[config.mk]
export PLATFORM = sky130hd
export DESIGN_NAME = sorted_priority_queue_top
export DESIGN_NICKNAME = d
export VERILOG_FILES = /design/src/sv/spq_pkg.sv /design/src/sv/spq_cell.sv /design/src/sv/spq_chain.sv /design/src/sv/sorted_priority_queue_top.sv
export SDC_FILE = /design/constraint.sdc
export NUM_CORES = 1
export LEC_CHECK = 0
export BUFFER_PORTS_ARGS = -buffer_cell sky130_fd_sc_hd__buf_4
export CORE_MARGIN = 2
export CORE_UTILIZATION = 45
export DETAILED_ROUTE_END_ITERATION = 8
export HOLD_SLACK_MARGIN = 0.02
export PLACE_DENSITY_LB_ADDON = 0.25
export SYNTH_ARGS = -nofsm -noshare
export SYNTH_HDL_FRONTEND = slang
export SYNTH_SLANG_ARGS = --single-unit
[constraint.sdc]
create_clock -name clk -period 5.35 [get_ports clk]
set_input_delay 0.535 -clock clk [delete_from_list [all_inputs] [get_ports clk]]
set_output_delay 0.535 -clock clk [all_outputs]
set_load 0.01 [all_outputs]
[src/sv/spq_pkg.sv]
// Shared constants, types and codes for the sorted priority queue.
package spq_pkg;

  localparam int DEPTH       = 8;
  localparam int DATA_W      = 32;
  localparam int CNT_W       = $clog2(DEPTH + 1);
  localparam int STEP_W      = $clog2(DEPTH);
  localparam int COUNT_OUT_W = 4;
  localparam int OUT_DATA_W  = ((DATA_W + COUNT_OUT_W + 7) / 8) * 8;

  typedef logic [DATA_W-1:0] data_t;
  typedef logic [CNT_W-1:0]  cnt_t;
  typedef logic [STEP_W-1:0] step_t;

  typedef enum logic [1:0] {
    OP_INSERT = 2'd0,
    OP_DELETE = 2'd1,
    OP_DUMP   = 2'd2
  } opcode_e;

  typedef enum logic [1:0] {
    ST_OK       = 2'd0,
    ST_FULL     = 2'd1,
    ST_EMPTY    = 2'd2,
    ST_NOTFOUND = 2'd3
  } status_e;

  typedef enum logic [1:0] {
    CELL_HOLD   = 2'd0,
    CELL_INSERT = 2'd1,
    CELL_DELETE = 2'd2,
    CELL_ROTATE = 2'd3
  } cell_op_e;

  typedef enum logic {
    FSM_IDLE = 1'b0,
    FSM_DUMP = 1'b1
  } fsm_state_e;

  typedef struct packed {
    cell_op_e op;
    data_t    key;
  } chain_cmd_t;

endpackage

[src/sv/spq_cell.sv]
// One storage cell of the sorted chain: holds one entry and trades with its neighbors.
module spq_cell (
  input  logic               clk,
  input  spq_pkg::chain_cmd_t cmd,
  input  logic               in_range,
  input  logic               left_flag,
  input  spq_pkg::data_t     left_entry,
  input  spq_pkg::data_t     right_entry,
  input  logic               hit_in,
  output spq_pkg::data_t     entry,
  output logic               flag,
  output logic               hit_out
);
  import spq_pkg::*;

  logic match;

  // The flag marks cells at or after the insert point; it is monotonic along the chain.
  assign flag    = !in_range || ($signed(cmd.key) >= $signed(entry));
  assign match   = in_range && (entry == cmd.key);
  assign hit_out = hit_in || match;

  always_ff @(posedge clk) begin
    unique case (cmd.op)
      CELL_INSERT: begin
        if (left_flag) begin
          entry <= left_entry;
        end else if (flag) begin
          entry <= cmd.key;
        end
      end
      CELL_DELETE: begin
        if (hit_out) begin
          entry <= right_entry;
        end
      end
      CELL_ROTATE: begin
        entry <= right_entry;
      end
      CELL_HOLD: begin
        entry <= entry;
      end
      default: begin
        entry <= entry;
      end
    endcase
  end

endmodule

[src/sv/spq_chain.sv]
// Row of storage cells wired as a ring, with the delete match rippling from the head.
module spq_chain (
  input  logic                clk,
  input  spq_pkg::chain_cmd_t cmd,
  input  spq_pkg::cnt_t       count,
  output spq_pkg::data_t      head,
  output logic                found
);
  import spq_pkg::*;

  data_t entries [DEPTH];
  logic  flags   [DEPTH];
  logic  hits    [DEPTH];

  for (genvar i = 0; i < DEPTH; i++) begin : g_cell
    logic  in_range;
    logic  left_flag;
    data_t left_entry;
    data_t right_entry;
    logic  hit_in;

    assign in_range = CNT_W'(i) < count;

    if (i == 0) begin : g_head
      assign left_flag  = 1'b0;
      assign left_entry = '0;
      assign hit_in     = 1'b0;
    end else begin : g_body
      assign left_flag  = flags[i-1];
      assign left_entry = entries[i-1];
      assign hit_in     = hits[i-1];
    end

    // The tail closes the ring so a dump rotation brings every entry back home.
    if (i == DEPTH - 1) begin : g_tail
      assign right_entry = entries[0];
    end else begin : g_mid
      assign right_entry = entries[i+1];
    end

    spq_cell u_cell (
      .clk         (clk),
      .cmd         (cmd),
      .in_range    (in_range),
      .left_flag   (left_flag),
      .left_entry  (left_entry),
      .right_entry (right_entry),
      .hit_in      (hit_in),
      .entry       (entries[i]),
      .flag        (flags[i]),
      .hit_out     (hits[i])
    );
  end

  assign head  = entries[0];
  assign found = hits[DEPTH-1];

endmodule

[src/sv/sorted_priority_queue_top.sv]
// Sorted priority queue: a ring of cells kept in descending order, with stream ports.
// Insert, delete and the unused opcode each give one item, in the cycle after they are accepted.
// A dump of a non-empty queue holds the input off for one full rotation of the
// cell ring, plus any output stall; it emits one item per stored entry (or one empty item).
// Reset (rst, synchronous, active high) empties the queue and marks the output register empty;
// the cell contents are not reset since only entries below the count are ever read.
module sorted_priority_queue_top (
  input  logic        clk,
  input  logic        rst,
  // Input item.
  input  logic        s_tvalid,
  output logic        s_tready,
  input  logic [31:0] s_tdata,   // [31:0] value
  input  logic [1:0]  s_tuser,   // [1:0] opcode
  // Result item.
  output logic        m_tvalid,
  input  logic        m_tready,
  output logic [spq_pkg::OUT_DATA_W-1:0] m_tdata,  // [31:0] entry, [35:32] entry_count
  output logic [1:0]  m_tuser,   // [1:0] status
  output logic        m_tlast
);
  import spq_pkg::*;

  // Control state.
  fsm_state_e state, state_next;
  cnt_t       count, count_next;
  step_t      step, step_next;
  logic       out_valid;

  // Output register payload.
  status_e out_status;
  data_t   out_entry;
  cnt_t    out_count;
  logic    out_last;

  // Values loaded into the output register this cycle.
  logic    load_out;
  status_e ld_status;
  data_t   ld_entry;
  logic    ld_last;

  logic       out_free;
  logic       accept;
  logic       emit;
  chain_cmd_t cmd;
  data_t      head;
  logic       found;

  // The output slot can take a new item when empty or when its item leaves this cycle.
  assign out_free = !out_valid || m_tready;
  assign accept   = s_tvalid && s_tready;
  assign emit     = CNT_W'(step) < count;

  spq_chain u_chain (
    .clk   (clk),
    .cmd   (cmd),
    .count (count),
    .head  (head),
    .found (found)
  );

  always_comb begin
    state_next = state;
    count_next = count;
    step_next  = step;
    // The key always follows the input bus; only the cell operation is gated.
    cmd.key    = s_tdata;
    cmd.op     = CELL_HOLD;
    load_out   = 1'b0;
    ld_status  = ST_OK;
    ld_entry   = '0;
    ld_last    = 1'b1;
    s_tready   = 1'b0;

    unique case (state)
      FSM_IDLE: begin
        s_tready = out_free;
        if (accept) begin
          load_out = 1'b1;
          unique case (s_tuser)
            OP_INSERT: begin
              if (count == CNT_W'(DEPTH)) begin
                ld_status = ST_FULL;
              end else begin
                cmd.op     = CELL_INSERT;
                count_next = count + CNT_W'(1);
              end
            end
            OP_DELETE: begin
              if (count == '0) begin
                ld_status = ST_EMPTY;
              end else if (found) begin
                cmd.op     = CELL_DELETE;
                count_next = count - CNT_W'(1);
              end else begin
                ld_status = ST_NOTFOUND;
              end
            end
            OP_DUMP: begin
              if (count == '0) begin
                ld_status = ST_EMPTY;
              end else begin
                // Entries are emitted by the dump sequence instead.
                load_out   = 1'b0;
                state_next = FSM_DUMP;
                step_next  = '0;
              end
            end
            default: begin
              ld_status = ST_OK;
            end
          endcase
        end
      end
      FSM_DUMP: begin
        // While emitting, the ring only turns when the head entry can be sent.
        // Past the last stored entry it keeps turning until it is back home.
        if (!emit || out_free) begin
          cmd.op = CELL_ROTATE;
          if (emit) begin
            load_out = 1'b1;
            ld_entry = head;
            ld_last  = (CNT_W'(step) + CNT_W'(1)) == count;
          end
          if (step == STEP_W'(DEPTH - 1)) begin
            state_next = FSM_IDLE;
            step_next  = '0;
          end else begin
            step_next = step + STEP_W'(1);
          end
        end
      end
      default: begin
        state_next = FSM_IDLE;
      end
    endcase
  end

  always_ff @(posedge clk) begin
    if (rst) begin
      state     <= FSM_IDLE;
      count     <= '0;
      step      <= '0;
      out_valid <= 1'b0;
    end else begin
      state <= state_next;
      count <= count_next;
      step  <= step_next;
      if (load_out) begin
        out_valid <= 1'b1;
      end else if (m_tready) begin
        out_valid <= 1'b0;
      end
    end
  end

  always_ff @(posedge clk) begin
    if (load_out) begin
      out_status <= ld_status;
      out_entry  <= ld_entry;
      out_count  <= count_next;
      out_last   <= ld_last;
    end
  end

  assign m_tvalid = out_valid;
  assign m_tuser  = out_status;
  assign m_tlast  = out_last;
  assign m_tdata  = {(OUT_DATA_W - DATA_W - COUNT_OUT_W)'(0),
                     COUNT_OUT_W'(out_count), out_entry};

endmodule

==> flow_metrics.tcl, run 1 <==
set metrics [dict create \
    synth_top_cell_area_share_pct 40.7 \
    crit_required_ns 5.66 \
    fin_skew_ns 0.0258 \
    setup_viol_count_final 0 \
    crit_fanout 17 \
    path_class "flip-flop to flip-flop" \
    yosysUniqueCellTypes 64 \
    power_leakage_nw 9.95 \
    async_reset_ff_share_pct 0 \
    finalHoldViolations 0 \
    synth_area_leaders "edfxtp_1, ha_1, mux2i_1, nand2_1, inv_1" \
    syn-cell-area_sq_mm 0.0217 \
    root_buffer "clkbuf_16" \
    fin_crit_sh_pct 81.2 \
    grt_pass1_vias 17300 \
    layout_common_cells "nand2_1, edfxtp_1, inv_1" \
    dieArea_sq_mm 0.0501 \
    finalCriticalPeriod_ns 4.34 \
    worst_slew_pin_slew_ns 1.07 \
    grt_first_pass_wirelength_mm 104 \
    synthToLayoutAreaGrowth_pct 11.3 \
    relSlewSlack_pct 26.7 \
    cts_setup_buffers 0 \
    antenna_found_initial 1 \
    placementRows 80 \
    synth_flop_cell "edfxtp_1" \
    endpoint_kind "flip-flop" \
    grt_overflow 0 \
    synth.avg_cell_area_sq_um 9.42 \
    peakVddDrop_mv 0.174 \
    cts_made_buffers 38 \
    path_clk_slew_ns 0.06 \
    cp-start-kind "flip-flop" \
    placed_cells 2908 \
    start_util_pct 45.5 \
    yosysSeqAreaShare_pct 41.6 \
    cts_tree "done" \
    antenna_cells 0 \
    grt_max_degree 139 \
    fp.dieH_um 224 \
    synth_top_area_cell "edfxtp_1" \
    place.gp.congestion 0.939 \
    fmaxAchievable_mhz 230 \
    fin_nets 2636 \
    clk_latency_ns 0.57 \
    ys_seq_elements 304 \
    num_vias 17900 \
    port_buffers 78 \
    power_w 0.00622 \
    hpwlAfterDp_mm 48.1 \
    min_path_type "input port to flip-flop" \
    avgRoutedWirePerCell_um 23.3 \
    cap_violations 0 \
    instances_no_fill 2974 \
    final_common_cell "nand2_1" \
    io_pins 83 \
    postRouteAntennaNets 0 \
    yosys_warnings 0 \
    first_iter_violations 2089 \
    place_area_sq_mm 0.0230 \
    die_w_um 224 \
    drv_slew 0 \
    clock_sinks 304 \
    cts.path.max_buffers 3 \
    drt_pre_antenna_iters 5 \
    drive_above_1_share_pct 9.11 \
    viasPerCell 6.03 \
    syn_inst 2307 \
    cts_resized 0 \
    status "completed" \
    utilization_pct 50.7 \
    routed_wl_mm 69.2 \
    core_area_sq_mm 0.0477 \
    final_area_sq_mm 0.0242 \
    critPathArrivalTime_ns 4.65 \
    synth-edff-count 295 \
    hold_ws_ns 0.223 \
    htreeDepth 2 \
    p_per_area_mw_per_mm2 257 \
    rsz0062_at_grt "false" \
    hold_buffers 0 \
    grt_usage_pct 27.3 \
    route.detailed.drc 0 \
]
## stage by stage
stage / TNS [ns] / worst slack [ns]
global placement: 0 / 0.921
global route: 0 / 0.822
detailed placement: 0 / 0.848
floorplan: -45.38 / -0.457
CTS: 0 / 1.10
finish: 0 / 1.01
## cell usage after synthesis (3+ instances only)
cell and count:
a31oi_1 68, xor2_1 3, nor2b_1 15, a211oi_1 15
a22oi_1 34, a2111oi_0 8, buf_2 20, nor2_1 89
inv_1 267, edfxtp_1 295, o21a_1 7, nor3_1 54
a311oi_1 3, nand3b_1 3, xnor2_1 3, buf_1 6
ha_1 265, mux2i_1 163, nand3_1 27, nand2_1 312
o21bai_1 6, o21ai_1 139, o21ai_0 124, a211o_1 4
dfxtp_1 9, nor4_1 10, nand4_1 56, o211ai_1 11
nand2b_1 8, a21oi_1 101, buf_4 10, a21o_1 24
clkbuf_1 88, buf_6 16, and2_1 5
## cells by family after synthesis
group           synth area share (%)
simple gates                    12.3
compound gates                  15.0
buf+inv                         7.87
flops                           41.6
fa+ha+maj                       15.3
mux                             7.74
xor+xnor                       0.242
other cells                   0.0172
## layer usage
metal  share of wire [%]  up-vias  global-route usage (%)
li1                    -     8339                       -
met1                  43     8618                    38.5
met2                  44      844                    42.2
met5               0.019        -                       0
met4                 3.6        2                    9.98
met3                 8.8      137                    4.84
## registers in the layout, indices dropped and copies added, names as in the netlist
register,flops
count,4
m_tlast,1
m_tuser,2
m_tvalid,1
out_count,4
out_entry,32
state,1
step,3
u_chain.g_cell.u_cell.entry,256
## path summary, 6_finish.rpt
path | from | endpoint | slack, ns | depth (start not counted)
setup reg to reg | u_chain.g_cell[4].u_cell.entry[15] | u_chain.g_cell[5].u_cell.entry[14] | 1.01 | 11
hold reg to reg | m_tvalid | m_tvalid | 0.55 | 2
hold / removal | rst | count[1] | 0.22 | 2
setup / recovery | u_chain.g_cell[4].u_cell.entry[15] | u_chain.g_cell[5].u_cell.entry[14] | 1.01 | 11
## critical path: stages, from the launching register on
cell and delay (ns):
edfxtp_1 0.42, inv_1 0.11, ha_1 0.28, a21oi_1 0.19
o21ai_0 0.21, a2111oi_0 0.88, a21oi_1 0.24, nor4_1 0.29
a21o_2 0.62, buf_4 0.42, mux2i_1 0.33, o21ai_1 0.09
## power by group
| part | internal [W] | leakage, nW | switching, W | total (W) |
|---|---|---|---|---|
| sequential | 0.00272 | 2.81 | 0.0000625 | 0.00278 |
| combinational | 0.000298 | 6.56 | 0.000554 | 0.000852 |
| clock | 0.00149 | 0.584 | 0.00109 | 0.00258 |
## layout make-up
class | instances | area, sq um
Clock buffer | 42 | 997
Clock inverter | 24 | 208
Fill cell | 4389 | 23600
Inverter | 267 | 1000
Multi-Input combinational cell | 1599 | 11200
Sequential cell | 304 | 9040
Tap cell | 615 | 769
Timing Repair Buffer | 123 | 998
(Power assumes the default switching activity.)
==> run 2: changes to the inputs <==
==> constraint.sdc (replaced) <==
create_clock -name clk -period 3.7 [get_ports clk]
set_input_delay 0.37 -clock clk [delete_from_list [all_inputs] [get_ports clk]]
set_output_delay 0.37 -clock clk [all_outputs]
set_load 0.01 [all_outputs]
==> flow_metrics.tcl, run 2 (same netlist as run 1, synthesis figures left out) <==
set metrics [dict create \
    status "completed" \
    setup_viol_count_final 0 \
    crit_required_ns 3.97 \
    power_w 0.00884 \
    cts_made_buffers 37 \
    postRouteAntennaNets 0 \
    r2r_end "u_chain.g_cell[0].u_cell.entry[11]" \
    r2r_cells 15 \
    filler_cell_count 4300 \
    setup_tns_ns 0 \
    hold_start "rst" \
    antenna_found_initial 0 \
    first_iter_violations 1989 \
    grt_first_pass_wirelength_mm 108 \
    path_buf_inv 5 \
    path_cells "inv_1 > ha_1 > nand4_1 > nor4_4 > buf_4 > nand3_1 > o221ai_2 > nor4_4 > nor3_4 > or2_4 > nor2_4 > buf_4 > a21oi_4 > buf_4 > clkbuf_16" \
    ff2ff_setup_slack_ns 0.09 \
    fp.dieH_um 224 \
    critPathSlowestCell "edfxtp_1" \
    clk_latency_ns 0.57 \
    cap_violations 0 \
    swShare_pct 27.7 \
    hold_buffers 0 \
    synthToLayoutAreaGrowth_pct 16.3 \
    relSlewSlack_pct 30.5 \
    clkPwrFrac_pct 39.3 \
    final_area_sq_mm 0.0253 \
    drive_above_1_share_pct 12.7 \
    critPathArrivalTime_ns 3.88 \
    max_stage_delay_ns 0.40 \
    placementRows 80 \
    finalCriticalPeriod_ns 3.61 \
    seq_power_share_pct 45.5 \
    p_sw_w 0.00245 \
    drt_pre_antenna_iters 5 \
    antenna_cells 0 \
    endpoint_kind "flip-flop" \
    num_vias 18400 \
    final_common_cell "nand2_1" \
    core_area_sq_mm 0.0477 \
    cts_tree "done" \
    routed_wl_mm 71.1 \
    root_buffer "clkbuf_16" \
    rsz0062_at_grt "false" \
    clock_sinks 304 \
    largest_reg_flops 256 \
    utilization_pct 52.9 \
    power_leakage_nw 10.5 \
    worst_slew_pin_slew_ns 1.04 \
    route.detailed.drc 0 \
    hpwlAfterDp_mm 51.3 \
    io_pins 83 \
    path_clk_slew_ns 0.06 \
    path_class "flip-flop to flip-flop" \
    crit_top_cell "buf_4" \
    viasPerCell 6.01 \
    port_buffers 78 \
    multi_input_area_sq_mm 0.0113 \
    fin_crit_sh_pct 97.5 \
    p_per_area_mw_per_mm2 350 \
    htreeDepth 2 \
    place.gp.congestion 0.949 \
    comb_power_share_pct 15.2 \
    seqCellArea_sq_mm 0.00904 \
    place_area_sq_mm 0.0240 \
    p_int_w 0.00640 \
    die_w_um 224 \
    dieArea_sq_mm 0.0501 \
    critical-path-top-delay-family "simple AND/OR/NAND/NOR gates" \
    holdPathEnd "m_tvalid" \
    layout_common_cells "nand2_1, edfxtp_1, inv_1, ha_1, buf_4" \
    finalHoldViolations 0 \
    rr_startpoint "u_chain.g_cell[0].u_cell.entry[30]" \
    grt_overflow 0 \
    top_register "u_chain.g_cell.u_cell.entry" \
    start_util_pct 45.5 \
    drv_slew 0 \
    cp-start-kind "flip-flop" \
    crit_fanout 8 \
    fin_nets 2734 \
    grt_max_degree 73 \
    reg_top3 "u_chain.g_cell.u_cell.entry x256, out_entry x32" \
    fin_skew_ns 0.0308 \
    avgRoutedWirePerCell_um 23.2 \
    cts.path.max_buffers 3 \
    grt_pass1_vias 18100 \
    fmaxAchievable_mhz 277 \
    min_path_type "input port to flip-flop" \
    grt_usage_pct 28.1 \
    min_path_cells 2 \
    peakVddDrop_mv 0.302 \
]
-- run 2: cell types whose count changed in the layout (fill, tap and decap cells not counted), sizes merged --
cell      before  now
buf          123  220
bufinv         3    1
clkbuf        42   48
clkinv        16   14
clkinvlp       4    1
-- run 2: metrics by stage --
step                      hold slack, ns  worst slack [ns]  cells
after floorplan                    0.520            -0.188   2310
after global placement             0.546            -0.181   2997
after detailed placement           0.550            -0.212   2997
after CTS                         0.0536            0.0363   3060
after global routing              0.0623           0.00784   3070
final                             0.0818            0.0911   3070
-- run 2: how the worst max path moves through the flow --
stage,start,end,slack (ns),cells past startpoint
global placement,s_tdata[5],u_chain.g_cell[6].u_cell.entry[11],-0.18,13
global route,u_chain.g_cell[0].u_cell.entry[30],u_chain.g_cell[0].u_cell.entry[8],0.008,15
CTS,u_chain.g_cell[0].u_cell.entry[31],u_chain.g_cell[0].u_cell.entry[19],0.04,13
floorplan,u_chain.g_cell[0].u_cell.entry[30],u_chain.g_cell[1].u_cell.entry[0],-0.19,14
finish,u_chain.g_cell[0].u_cell.entry[30],u_chain.g_cell[0].u_cell.entry[11],0.09,15
detailed placement,s_tdata[28],u_chain.g_cell[0].u_cell.entry[22],-0.21,14
-- run 2: cell type report --
type	count	area share (%)
multi-input cells	1599	44.5
flip-flops and latches	304	35.8
repair buffers	222	8.36
inverters	267	3.96
clock buffers	46	3.88
well taps	615	3.04
clock inverters	17	0.470
-- run 2: power groups by stage --
stage / Clock, W / Combinational, W / Sequential [W]
2_1_floorplan: 0 / 0.000730 / 0.00407
3_3_place_gp: 0 / 0.00127 / 0.00409
3_5_place_dp: 0 / 0.00130 / 0.00409
4_1_cts: 0.00350 / 0.00131 / 0.00402
5_1_grt: 0.00362 / 0.00147 / 0.00404
6_report: 0.00347 / 0.00135 / 0.00402
-- run 2: layer usage --
layer	global-route usage, %	up-vias	wire, um
met3	4.14	134	5760
met2	44.4	885	31700
li1	-	8536	-
met4	9.33	0	2430
met5	0	-	0
met1	39.7	8894	31300
-- run 2: repair_timing --
action	4_1_cts	5_1_grt
pin swaps	1	5
gates resized for setup	3	7
cloned	0	2
hold endpoints to repair	0	0
endpoints found under the setup margin	260	289
setup buffers	0	8
